`config.mk`:
```
export PLATFORM = sky130hd
export DESIGN_NAME = tw_mod
export DESIGN_NICKNAME = d
export VERILOG_FILES = /design/src/rtl/tw_pkg.sv /design/src/rtl/tw_mod.sv
export SDC_FILE = /design/constraint.sdc
export NUM_CORES = 1
export LEC_CHECK = 0
export BUFFER_PORTS_ARGS = -buffer_cell sky130_fd_sc_hd__clkbuf_2
export CAP_MARGIN = 20
export CORE_MARGIN = 2
export CORE_UTILIZATION = 52
export DETAILED_ROUTE_END_ITERATION = 8
export GPL_ROUTABILITY_DRIVEN = 0
export PLACE_DENSITY = 0.76
export SYNTH_ARGS = -nofsm -noshare
export SYNTH_HDL_FRONTEND = slang
export SYNTH_SLANG_ARGS = --single-unit
```
`constraint.sdc`:
```
create_clock -name i_clk -period 11.8 [get_ports i_clk]
set_clock_uncertainty 0.15 [all_clocks]
set_input_delay 1.18 -clock i_clk [delete_from_list [all_inputs] [get_ports i_clk]]
set_output_delay 1.18 -clock i_clk [all_outputs]
set_load 0.02 [all_outputs]
```
`src/rtl/tw_pkg.sv`:
```
package tw_pkg;

    localparam int DEF_NUM_HANDLES = 64;
    localparam int DEF_WHEEL_SLOTS = 60;

    localparam int MOD_BITS  = 8;
    localparam int MOD_STEPS = 32 / MOD_BITS;

    localparam logic [2:0] ACT_CREATE     = 3'd0;
    localparam logic [2:0] ACT_RESCHEDULE = 3'd1;
    localparam logic [2:0] ACT_CANCEL     = 3'd2;
    localparam logic [2:0] ACT_FREE       = 3'd3;
    localparam logic [2:0] ACT_LOOKUP     = 3'd4;
    localparam logic [2:0] ACT_TICK       = 3'd5;

    localparam logic [2:0] KIND_DONE      = 3'd0;
    localparam logic [2:0] KIND_NOT_FOUND = 3'd1;
    localparam logic [2:0] KIND_FIRED     = 3'd2;
    localparam logic [2:0] KIND_NONE_DUE  = 3'd3;
    localparam logic [2:0] KIND_LOOKUP    = 3'd4;

    typedef struct packed {
        logic [2:0]  action;
        logic [5:0]  handle;
        logic [31:0] user_tag;
        logic [31:0] delay_seconds;
        logic [31:0] now_seconds;
    } t_req;

    typedef struct packed {
        logic [2:0]  kind;
        logic [5:0]  out_handle;
        logic [31:0] out_tag;
        logic [31:0] out_expire;
        logic        is_scheduled;
        logic        last;
    } t_rsp;

endpackage

```
`src/rtl/tw_mod.sv`:
```
module tw_mod
    import tw_pkg::*;
#(
    parameter int WHEEL_SLOTS = DEF_WHEEL_SLOTS
) (
    input  logic                           i_clk,
    input  logic                           i_rst_n,
    input  logic                           i_start,
    input  logic [31:0]                    i_value,
    output logic                           o_done,
    output logic [$clog2(WHEEL_SLOTS)-1:0] o_rem
);

    localparam int RW = $clog2(WHEEL_SLOTS);
    localparam int CW = (MOD_STEPS > 1) ? $clog2(MOD_STEPS) : 1;
    localparam logic [RW:0] SL = (RW + 1)'(WHEEL_SLOTS);

    logic [31:0]   r_val;
    logic [RW-1:0] r_rem;
    logic [CW-1:0] r_cnt;
    logic          r_run;
    logic [RW-1:0] n_rem;

    always_comb begin
        logic [31:0] v;
        logic [RW:0] t;
        v     = r_val;
        n_rem = r_rem;
        for (int i = 0; i < MOD_BITS; i++) begin
            t = {n_rem, v[31]};
            if (t >= SL) begin
                t = t - SL;
            end
            n_rem = t[RW-1:0];
            v     = v << 1;
        end
    end

    always_ff @(posedge i_clk) begin
        if (!i_rst_n) begin
            r_run <= 1'b0;
        end else if (i_start) begin
            r_run <= 1'b1;
            r_val <= i_value;
            r_rem <= '0;
            r_cnt <= '0;
        end else if (r_run) begin
            r_val <= r_val << MOD_BITS;
            r_rem <= n_rem;
            r_cnt <= r_cnt + 1'b1;
            if (r_cnt == CW'(MOD_STEPS - 1)) begin
                r_run <= 1'b0;
            end
        end
    end

    assign o_done = !r_run;
    assign o_rem  = r_rem;

endmodule

```
==> metrics.md <==
| Metric | Value |
|---|---|
| Outcome | `finished, final reports clean` |
| Main synth FF type | `edfxtp_1` |
| Crit path max fanout | `10` |
| Async S/R FF share, synth | `0%` |
| Final Slew Violations | `0` |
| Largest net degree at the start of global routing | `43` |
| Synth Warn # | `0` |
| Register area share after synthesis | `38.5%` |
| Syn nets | `340` |
| Mapped cell area | `0.00317 mm²` |
| Total Wirelength | `6.11 mm` |
| Post-CTS Setup Inserts | `0` |
| Antenna-violating nets left | `0` |
| DRT Pass-1 Iters | `4` |
| Hold bufs inserted after CTS | `0` |
| GR peak layer | `met2` |
| Post-synth EDFFs | `40` |
| RSZ-0062 raised after global routing | `no` |
| Most frequent cells in the layout | `41 x clkbuf_2, 40 x edfxtp_1, 26 x mux2_2` |
| Worst setup EP type | `flip-flop` |
| Clock slew at reported path FFs | `0.07 ns` |
| Hpwl dp | `4.42 mm` |
| Min Tclk post-route | `6.43 ns` |
| #FFs+latches synth | `41` |
| Sum Neg Setup Slack | `0 ns` |
| Nets | `375` |
| Clk buf depth | `2` |
| M1 GR Usage | `24.2%` |
| Total CTS buffers | `5` |
| Max-cap viol count | `0` |
| 1st-iter DRT viols | `141` |
| Area growth from synthesis to layout | `10.2%` |
| Period utilization | `54.5%` |
| Met2 GRT Util | `33.4%` |
| First-pass GRT wire length | `10.2 mm` |
| GRT Total Usage | `19.4%` |
| Worst-Skew Late Latency | `0.29 ns` |
| Distinct cells, synth | `81` |
| # DRC | `0` |
| Die X | `82.1 µm` |
| Die ar. | `0.00673 mm²` |
| CTS Sinks | `41` |
| Vias | `2491` |
| Core occupancy in the finished layout | `59.0%` |
| Ports | `42` |
| # resized after CTS | `0` |
| CP startpoint kind | `flip-flop` |
| Syn_area_per_cell | `10.7 µm²` |
| Core Area | `0.00592 mm²` |
| CTS H-tree lvls | `2` |
| Final Setup Violations | `0` |
| Cells after Synth | `296` |
| CP Data Required Time | `11.68 ns` |
| Max Fclk | `156 MHz` |
| # diodes | `0` |
| Row cnt | `28` |
| Initial antenna violation count | `0` |
| Rel. slew slack | `37.5%` |
| WL/cell | `15.0 µm` |
| Die Span Y | `82.1 µm` |
| Met3 Usage GRT | `3.96%` |
| CTS tree | `built` |
| Grt total ovfl | `0` |
| WS Path Type | `flip-flop to flip-flop` |
| Most common cell after layout, fill and taps aside | `clkbuf_2` |
| Worst hold path type | `flip-flop to flip-flop` |
| Final Hold Fails | `0` |
| Clk root buf | `clkbuf_8` |
| Via count of the first global-routing pass | `2338` |
| Starting Density | `53.5%` |
| Port bufs | `41` |
| Average vias per placed instance | `6.12` |
| Worst slew pin tran | `0.938 ns` |
| WP data arrival | `6.31 ns` |
| Layout cell share with drive strength beyond 1 | `30.7%` |
==> path summary, 6_finish.rpt <==
kind	slack (ns)	startpoint	cells past startpoint	to
max	5.37	o_rem[1]	24	o_rem[2]
min	0.38	r_val[24]	1	o_rem[0]
max reg2reg	5.37	o_rem[1]	24	o_rem[2]
min reg2reg	0.38	r_val[24]	1	o_rem[0]
==> cell usage after synthesis (6+ instances only) <==
library cell / instances / area [µm²]
nor3_1: 6 / 30.0
ha_1: 9 / 113
clkbuf_1: 6 / 22.5
edfxtp_1: 40 / 1200
and2_1: 12 / 75.1
o21ai_0: 6 / 30.0
nand3_1: 8 / 40.0
mux2_2: 26 / 293
and3_1: 7 / 43.8
nand2_1: 19 / 71.3
a21oi_1: 12 / 60.1
nor2_1: 10 / 37.5
inv_1: 8 / 30.0
==> metal layers <==
metal / wire (µm) / part of all wire (%)
met1: 2770 / 45
met2: 2950 / 48
met3: 318 / 5.2
met4: 73 / 1.2
met5: 0 / 0
==> registers in the layout (all words and copies together) (netlist names) <==
name and count:
r_val 32, o_rem 6, r_cnt 2, r_run 1
==> final cells by class <==
class	instances	area, µm²
Fill cell	498	2430
Timing Repair Buffer	42	213
Tap cell	75	93.8
Clock buffer	6	72.6
Sequential cell	41	1220
Clock inverter	2	10.0
Multi-Input combinational cell	233	1850
Inverter	8	30.0
==> cells by family (layout without fill, tap and decap cells) <==
| logic type | count (synthesis) | in the layout | share of synthesized area [%] |
|---|---|---|---|
| AO/OA/AOI/OAI | 86 | 86 | 22.6 |
| XOR/XNOR | 4 | 4 | 1.11 |
| adder cells (fa/ha/maj) | 9 | 9 | 3.55 |
| buffers and inverters | 22 | 58 | 3.04 |
| flip-flops | 41 | 41 | 38.5 |
| multiplexers | 31 | 31 | 11.1 |
| AND/OR/NAND/NOR | 103 | 103 | 20.1 |
==> critical path, stage by stage, from the launching register on <==
cell and delay, ns:
edfxtp_1 0.52, ha_1 0.28, nor3b_4 0.30, o211ai_1 0.14, a22o_1 0.26, ha_1 0.28
a2111oi_1 0.53, nor4b_2 0.20, a31oi_1 0.30, ha_1 0.31, inv_1 0.10, a211oi_1 0.06
o32ai_1 0.38, a41oi_2 0.15, and2_1 0.29, a22oi_2 0.41, xnor2_1 0.21, a31oi_1 0.10
ha_1 0.32, nand2_1 0.05, nor2_1 0.15, nand3b_1 0.18, a21o_1 0.24, a21boi_1 0.20
nor3_2 0.05
==> through the flow <==
stage	instance area, µm²	setup WS [ns]	hold slack (ns)	std cells
2_1_floorplan	3170	6.10	0.359	296
3_3_place_gp	3410	5.64	0.368	399
3_5_place_dp	3410	5.45	0.371	399
4_1_cts	3490	5.42	0.389	407
5_1_grt	3490	4.84	0.422	407
6_report	3490	5.37	0.383	407
Power is left out: the tool's default activity adds up to more than one toggle a clock period on the data nets, which glitch-free logic cannot reach.
