**src/rtl/tw_ram.sv**
```systemverilog
module tw_ram #(
    parameter int W = 8,
    parameter int D = 64
) (
    input  logic                 i_clk,
    input  logic                 i_we,
    input  logic [$clog2(D)-1:0] i_waddr,
    input  logic [W-1:0]         i_wdata,
    input  logic                 i_re,
    input  logic [$clog2(D)-1:0] i_raddr,
    output logic [W-1:0]         o_rdata
);

    logic [W-1:0] r_mem [D];
    logic [W-1:0] r_q;

    always_ff @(posedge i_clk) begin
        if (i_we) begin
            r_mem[i_waddr] <= i_wdata;
        end
        if (i_re) begin
            r_q <= r_mem[i_raddr];
        end
    end

    assign o_rdata = r_q;

endmodule

```
**config.mk**
```make
export PLATFORM = sky130hd
export DESIGN_NAME = tw_ram
export DESIGN_NICKNAME = d
export VERILOG_FILES = /design/src/rtl/tw_ram.sv
export SDC_FILE = /design/constraint.sdc
export NUM_CORES = 1
export LEC_CHECK = 0
export ABC_AREA = 1
export BUFFER_PORTS_ARGS = -buffer_cell sky130_fd_sc_hd__clkbuf_2
export CORE_ASPECT_RATIO = 0.75
export CORE_MARGIN = 2
export CORE_UTILIZATION = 30
export CTS_BUF_LIST = sky130_fd_sc_hd__clkbuf_16
export DETAILED_ROUTE_END_ITERATION = 16
export SYNTH_ARGS = -nofsm -noshare
export SYNTH_HDL_FRONTEND = slang
export SYNTH_SLANG_ARGS = --single-unit
```
**constraint.sdc**
```tcl
create_clock -name i_clk -period 6.5 [get_ports i_clk]
set_input_delay 1.3 -clock i_clk [delete_from_list [all_inputs] [get_ports i_clk]]
set_output_delay 1.3 -clock i_clk [all_outputs]
set_load 0.005 [all_outputs]
```
==> results of run 1 <==
-- worst max-delay path by stage --
stage               slack [ns]        from           end  cells after the start
floorplan                 3.43        i_we  r_mem[48][0]                      3
global placement          2.28  i_raddr[1]    o_rdata[2]                     10
detailed placement        2.29  i_raddr[1]    o_rdata[0]                     10
CTS                       2.89  i_raddr[1]    o_rdata[0]                     10
global route              2.70  i_raddr[0]    o_rdata[0]                     11
finish                    2.79  i_raddr[0]    o_rdata[0]                     11
-- layout make-up --
class,instances,area share (%)
Multi-Input combinational cell,1160,20.8
Sequential cell,520,65.6
Clock inverter,41,1.73
Inverter,12,0.221
Clock buffer,49,5.16
Tap cell,946,4.98
Timing Repair Buffer,54,1.48
-- placed cells by master, fill, tap and decap left out, drive strengths merged --
cell      count
nand4         9
nor2         56
clkinvlp      4
buf          26
bufinv        8
inv          22
clkinv       19
edfxtp      520
nand3       439
nor4          8
nand2       648
clkbuf       77
-- worst register-to-register path, stage by stage (launching register included) --
cell,delay (ns)
edfxtp_1,0.38
nand2_1,0.08
nand3_1,0.10
nand3_1,0.17
nand2_1,0.08
nand2_1,0.12
nand3_1,0.17
nand3_1,0.22
nand2_1,0.08
-- cells by family after synthesis --
logic type | after synthesis
simple gates | 1160
buf+inv | 125
flops | 520
-- stage by stage --
step           power, mW  util (%)  cell area [um2]  hold WS [ns]
5_1_grt             7.30      33.8            23800         0.957
3_5_place_dp        4.22      31.5            22100         0.895
4_1_cts             7.13      33.8            23800         0.898
6_report            7.09      33.8            23800         0.883
2_1_floorplan       4.06         -            21400         0.797
3_3_place_gp        4.22      31.5            22100         0.893
-- metal layers --
layer  track usage [%]  up-vias
li1                  -     6340
met1              22.1     6876
met2              21.3      604
met3              4.06       75
met4              2.97        8
met5                 0        -
-- report_power, final --
group	total, mW	internal, mW	switching [mW]
Sequential	3.73	3.72	0.0140
Clock	2.94	1.69	1.24
Combinational	0.422	0.0970	0.325
Total	7.09	5.51	1.58
-- flip-flops by register name, indices dropped and copies added, names as in the netlist --
| register | flops |
|---|---|
| o_rdata | 8 |
| r_mem | 512 |
==> impl_metrics.json, run 1 <==
{
  "status": "finished, final reports clean",
  "root_buffer": "clkbuf_16",
  "fp.dieArea_um2": 73600,
  "fp.dieW_um": 313,
  "vias": 13900,
  "synthesis.nets": 1828,
  "yosys.area_share.simple_pct": 23.1,
  "multi_input_area_um2": 4950,
  "holdPathEnd": "o_rdata[5]",
  "yosysSeqAreaShare_pct": 72.9,
  "place_congestion": 0.872,
  "postLayoutSetupSlackWorst_ns": 2.79,
  "seq_area_um2": 15600,
  "peakVddDrop_uv": 182,
  "worst-path-buf-inv": 3,
  "crit_type": "in2reg",
  "ctsHoldBuffers": 0,
  "syn2layout_area_growth_pct": 11.0,
  "post_synth_xor_area_fraction_pct": 0,
  "yosys.area_share.adder_pct": 0,
  "cts_buffers": 48,
  "relSlewSlack_pct": 18.9,
  "drt-initial-drc-count": 1691,
  "cts_setup_buffers": 0,
  "drv_cap": 0,
  "path_clk_slew_ns": 0.06,
  "regToRegSetupSlack_ns": 4.85,
  "cts_sinks": 520,
  "globalRouteOverflowTotal": 0,
  "drive_gt1_share_pct": 6.97,
  "cp_slowest_stage_delay_ns": 0.63,
  "vias_per_cell": 5.00,
  "synth_edf_count": 520,
  "core_area_um2": 70400,
  "tritoncts": "built",
  "pre_cts_slack_ns": 2.29,
  "start_util_pct": 30.4,
  "synth_cell_types": 15,
  "path_cells": "buf_6, inv_6, buf_12, nand2_1, nand3_1, nand3_1, nand2_1, nand2_1, nand3_1, nand3_1, nand2_1",
  "first_global_vias": 13100,
  "hpwl_um": 31300,
  "worst_pin_slew_ns": 1.22,
  "r2r_end": "o_rdata[0]",
  "clock_skew_ns": 0.0168,
  "cts_buffer_depth": 3,
  "io_buffers": 30,
  "synth_common_cells": "nand2_1, edfxtp_1, nand3_1",
  "synth_area_leaders": "edfxtp_1, nand2_1, nand3_1",
  "track_usage_pct": 14.8,
  "min-delay-start": "r_mem[16][5]",
  "synth_flop_cell": "edfxtp_1",
  "grt_pass1_wl_um": 83400,
  "dpl.cell_count": 2692,
  "top_layer_used": "met5",
  "async_reset_ff_share_pct": 0,
  "drtAntennaViolNets": 0,
  "grt_max_degree": 203,
  "rsz0062_at_grt": "no",
  "clk_latency_ns": 0.58,
  "final_cells": 2782,
  "synth_cells": 1805,
  "firstDrtPassIters": 5,
  "die_y_um": 235,
  "wl_per_cell_um": 20.1,
  "final.period_utilization_pct": 57.1,
  "yosys_warnings": 0,
  "h-tree-depth": 2,
  "leakagePower_nw": 8.33,
  "synthMuxAreaShare_pct": 0,
  "ys_ff_latch": 520,
  "route.layer.met1.wl_um": 24800,
  "r2r_cells": 8,
  "cp.required_ns": 6.82,
  "synth_top_area_share_pct": 72.9,
  "dr_wl_met3_um": 6270,
  "critPathLaunchType": "primary input",
  "worst_path_dominant_cell_family": "buffers and inverters",
  "n_antenna_cell": 0,
  "n_fill_cell": 6970,
  "finalSetupViolations": 0,
  "hold_class": "reg2reg",
  "wl_met2_um": 23900,
  "ioPinCount": 31,
  "yosysMostFrequentCell": "nand2_1",
  "hold_viol": 0,
  "min_path_cells": 8,
  "slowest_stage": "buf_6",
  "r2r_start": "r_mem[53][0]",
  "fmax_mhz": 269,
  "synth_top_family_by_area": "simple AND/OR/NAND/NOR gates",
  "synth_top_area_cell": "edfxtp_1",
  "maxSlewViolCount": 0,
  "syn-cell-area_um2": 21400,
  "tns_ns": 0,
  "wl_um": 55800,
  "drc": 0,
  "synth_compound_area_share_pct": 0,
  "cp_max_fo": 202,
  "endpoint_kind": "flop",
  "p_per_area_nw_per_um2": 298,
  "nets": 1819,
  "cp_data_arrival_time_ns": 4.04,
  "num_rows": 84,
  "synth.avg_cell_area_um2": 11.9,
  "cts.repair.resized": 0,
  "min_period_ns": 3.71,
  "grt_antenna_before_repair": 5
}
(Power assumes the default switching activity.)
==> run 2: changes to the inputs <==
clock period = 3.3 ns   (was 6.5 ns; I/O delays follow)
==> run 2 against run 1 <==
  * Clock skew about the same
  * Cell count increased by 2.0%
  * Clock power is 92% higher
  * Critical path type unchanged
==> impl_metrics.json, run 2 (synthesis results as in run 1) <==
{
  "rsz0062_at_grt": "no",
  "grt_pass1_wl_um": 84800,
  "io_buffers": 30,
  "tns_ns": 0,
  "wl_um": 56600,
  "first_global_vias": 13300,
  "wl_per_cell_um": 20.0,
  "clock_skew_ns": 0.0165,
  "n_antenna_cell": 0,
  "hpwl_um": 33700,
  "track_usage_pct": 15.1,
  "finalSetupViolations": 0,
  "largest-register": "r_mem",
  "tritoncts": "built",
  "root_buffer": "clkbuf_16",
  "wl_met2_um": 24000,
  "switching_power_mw": 3.15,
  "final.period_utilization_pct": 75.5,
  "drtAntennaViolNets": 0,
  "critPathLaunchType": "primary input",
  "cts_buffers": 49,
  "final_common_cell": "nand2_1",
  "crit_type": "in2reg",
  "hold_class": "in2reg",
  "ioPinCount": 31,
  "top_layer_used": "met5",
  "leakagePower_nw": 8.66,
  "grt_max_degree": 97,
  "vias": 14100,
  "drc": 0,
  "peakVddDrop_uv": 392,
  "dr_wl_met3_um": 5780,
  "drv_cap": 0,
  "start_util_pct": 30.4,
  "drt-initial-drc-count": 1887,
  "cts_sinks": 520,
  "final_cells": 2838,
  "cp_slowest_stage_delay_ns": 0.96,
  "drive_gt1_share_pct": 9.73,
  "endpoint_kind": "flop",
  "cp_data_arrival_time_ns": 2.69,
  "path_clk_slew_ns": 0.07,
  "route.layer.met1.wl_um": 25800,
  "status": "finished, final reports clean",
  "cts.repair.resized": 0,
  "cts_setup_buffers": 0,
  "h-tree-depth": 2,
  "globalRouteOverflowTotal": 0,
  "cts_buffer_depth": 3,
  "grt_antenna_before_repair": 2,
  "maxSlewViolCount": 0,
  "syn2layout_area_growth_pct": 13.6,
  "core_area_um2": 70400,
  "pwr-share-clk_pct": 40.7,
  "p_per_area_nw_per_um2": 571,
  "relSlewSlack_pct": 31.4,
  "path_cells": "clkbuf_2, inv_1, nand4_1, nor2_1",
  "num_rows": 84,
  "hold_viol": 0,
  "nets": 1875,
  "die_y_um": 235,
  "switching_share_pct": 22.7,
  "seqPwrFrac_pct": 52.9,
  "place_congestion": 0.856,
  "ctsHoldBuffers": 0,
  "cp_max_fo": 9,
  "clk_latency_ns": 0.58,
  "dpl.cell_count": 2747,
  "p_int_mw": 10.7,
  "n_fill_cell": 6910,
  "largest_register_ffs": 512,
  "cp.required_ns": 3.50,
  "min_period_ns": 2.49,
  "fp.dieW_um": 313,
  "worst_pin_slew_ns": 1.03,
  "final_cell_mix": "nand2_1, edfxtp_1, nand3_1",
  "combPwrFrac_pct": 6.4,
  "slowest_stage": "nor2_1",
  "vias_per_cell": 4.97,
  "fp.dieArea_um2": 73600,
  "fmax_mhz": 401,
  "firstDrtPassIters": 7
}
-- run 2: changes by cell type in the layout (fill, tap and decap cells not counted), sizes merged --
cell,before,now
buf,26,81
bufinv,8,5
clkbuf,77,79
clkinv,19,23
inv,22,20
-- run 2: layout make-up --
| type | instances | area [um2] | share of cell area [%] |
|---|---|---|---|
| Sequential cell | 520 | 15600 | 64.2 |
| Multi-Input combinational cell | 1160 | 4950 | 20.3 |
| Clock buffer | 51 | 1280 | 5.25 |
| Tap cell | 946 | 1180 | 4.86 |
| Timing Repair Buffer | 109 | 940 | 3.86 |
| Clock inverter | 40 | 319 | 1.31 |
| Inverter | 12 | 52.6 | 0.216 |
-- run 2: routing by layer --
layer  track usage [%]  vias to the layer above
li1                  -                     6447
met5                 0                        -
met1              22.3                     6983
met2              21.7                      581
met3              4.38                       85
met4              3.44                        4
-- run 2: critical path, delay by kind of cell --
kind / cells / cell delay [ns]
and+or+nand+nor: 2 / 1.68
buffers and inverters: 2 / 0.34
-- run 2: path summary, 6_finish.rpt --
path	start	endpoint	slack [ns]	cells past startpoint
worst max-delay path	i_waddr[2]	r_mem[3][2]	0.81	4
worst min-delay path	i_re	o_rdata[7]	0.52	1
worst max register to register	r_mem[35][0]	o_rdata[0]	1.72	8
worst min register to register	r_mem[10][0]	o_rdata[0]	0.91	8
-- run 2: power groups by stage --
stage                     Clock (mW)  Combinational [mW]  Sequential [mW]
after floorplan                    0               0.514             7.48
after global placement             0               0.868             7.49
after detailed placement           0               0.880             7.49
after CTS                       5.74               0.883             7.34
after global routing            5.99               0.968             7.35
final                           5.65               0.892             7.35
-- run 2: stage by stage --
step                      total power [mW]  util (%)  setup slack [ns]  cell area, um2  hold WS (ns)
final                                 13.9      34.6             0.808           24300         0.522
after global routing                  14.3      34.6             0.830           24300         0.484
after CTS                             14.0      34.6             0.938           24300         0.475
after floorplan                       7.99         -             0.874           21400         0.759
after global placement                8.35      32.3             0.354           22700         0.898
after detailed placement              8.37      32.3             0.346           22700         0.888
==> run 3: changes to the inputs <==
clock period = 2.2 ns   (was 3.3 ns; I/O delays follow)
==> run 3 against run 2 <==
  * Via count rose by 0.16%
  * Wire length up 0.38%
  * Combinational power up 52%
  * Sequential power rose by 50%
  * Count of clock-buffer cells in the layout down 2
  * Die area did not move
  * Highest routed layer unchanged
==> impl_metrics.json, run 3 (synthesis results as in run 1) <==
{
  "tritoncts": "built",
  "totalPowerFinal_mw": 20.2,
  "dpl.cell_count": 2783,
  "drv_cap": 0,
  "maxSlewViolCount": 0,
  "holdWs_ns": 0.351,
  "cp_max_fo": 1,
  "critPathLaunchType": "flop",
  "wl_um": 56800,
  "tns_ns": 0,
  "globalRouteOverflowTotal": 0,
  "syn2layout_area_growth_pct": 14.3,
  "slowest_stage": "edfxtp_1",
  "p_int_mw": 15.6,
  "cts_setup_buffers": 0,
  "min_period_ns": 1.72,
  "start_util_pct": 30.4,
  "worst_pin_slew_ns": 0.857,
  "n_fill_cell": 6893,
  "cp_data_arrival_time_ns": 1.28,
  "final.period_utilization_pct": 78.4,
  "grt_pass1_wl_um": 85900,
  "hold_class": "in2reg",
  "die_y_um": 235,
  "drc": 0,
  "pwr-share-clk_pct": 38.8,
  "worst-path-buf-inv": 1,
  "seqPwrFrac_pct": 54.5,
  "root_buffer": "clkbuf_16",
  "clock_skew_ns": 0.0183,
  "path_clk_slew_ns": 0.06,
  "relSlewSlack_pct": 42.9,
  "first_global_vias": 13700,
  "fp.dieW_um": 313,
  "vias_per_cell": 4.92,
  "final_cells": 2870,
  "cts.repair.resized": 0,
  "regToRegSetupSlack_ns": 0.58,
  "fmax_mhz": 580,
  "io_buffers": 30,
  "drtAntennaViolNets": 0,
  "cp_slowest_stage_delay_ns": 0.53,
  "cts_buffers": 49,
  "track_usage_pct": 15.2,
  "drive_gt1_share_pct": 11.0,
  "fp.dieArea_um2": 73600,
  "drt-initial-drc-count": 2036,
  "multi_input_area_um2": 4950,
  "final_cell_mix": "nand2_1, edfxtp_1, nand3_1",
  "num_rows": 84,
  "vias": 14100,
  "switching_power_mw": 4.63,
  "fin_util_pct": 34.8,
  "seq_area_um2": 15600,
  "postLayoutSetupSlackWorst_ns": 0.475,
  "clk_latency_ns": 0.59,
  "largest-register": "r_mem",
  "firstDrtPassIters": 6,
  "finalSetupViolations": 0,
  "ctsHoldBuffers": 0,
  "h-tree-depth": 2,
  "cts_buffer_depth": 3,
  "rsz0062_at_grt": "no",
  "final_common_cell": "nand2_1",
  "combPwrFrac_pct": 6.7,
  "hold_viol": 0,
  "switching_share_pct": 22.9,
  "hpwl_um": 34100,
  "leakagePower_nw": 8.83,
  "nets": 1911,
  "largest_register_ffs": 512,
  "grt_max_degree": 65,
  "endpoint_kind": "primary output",
  "grt_antenna_before_repair": 2,
  "p_per_area_nw_per_um2": 827,
  "design_area_um2": 24500,
  "status": "finished, final reports clean",
  "core_area_um2": 70400,
  "cp.required_ns": 1.76,
  "ioPinCount": 31,
  "cts_sinks": 520,
  "worst_path_dominant_cell_family": "flip-flops",
  "place_area_um2": 23000,
  "crit_type": "reg2out",
  "place_congestion": 0.859,
  "peakVddDrop_uv": 504,
  "pre_cts_slack_ns": 0.0173,
  "path_cells": "clkbuf_2",
  "wl_per_cell_um": 19.8
}
[run 3: cell count changes in the layout (fill, tap and decap cells not counted), sizes merged]
cell,before,now
buf,81,117
bufinv,5,2
clkbuf,79,77
clkinv,23,19
clkinvlp,4,0
diode,0,1
inv,20,28
[run 3: cell type report]
class,instances,area share (%)
flip-flops and latches,520,63.8
multi-input cells,1160,20.2
repair buffers,145,5.04
clock buffers,49,5.01
well taps,946,4.84
clock inverters,37,0.894
inverters,12,0.215
diodes,1,0.0102
[run 3: final timing paths]
| kind | start | end | depth (start not counted) |
|---|---|---|---|
| worst min register to register | r_mem[24][2] | o_rdata[2] | 8 |
| worst min-delay path | i_wdata[3] | r_mem[33][3] | 1 |
| worst max-delay path | o_rdata[4] | o_rdata[4] | 1 |
| worst max register to register | r_mem[35][1] | o_rdata[1] | 8 |
[run 3: metal layers]
| metal | wire length, um | part of all wire (%) | global-route usage [%] | vias up |
|---|---|---|---|---|
| li1 | - | - | - | 6525 |
| met1 | 26100 | 46 | 22.8 | 6905 |
| met2 | 23500 | 41 | 21.6 | 606 |
| met3 | 6230 | 11 | 4.70 | 82 |
| met4 | 941 | 1.7 | 3.15 | 4 |
| met5 | 24 | 0.042 | 0 | - |
[run 3: power by group through the flow]
stage	Combinational, mW	Clock, mW	Sequential [mW]
after floorplan	0.771	0	11.2
after global placement	1.33	0	11.2
after detailed placement	1.35	0	11.2
after CTS	1.36	7.96	11.0
after global routing	1.50	8.35	11.0
final	1.36	7.85	11.0
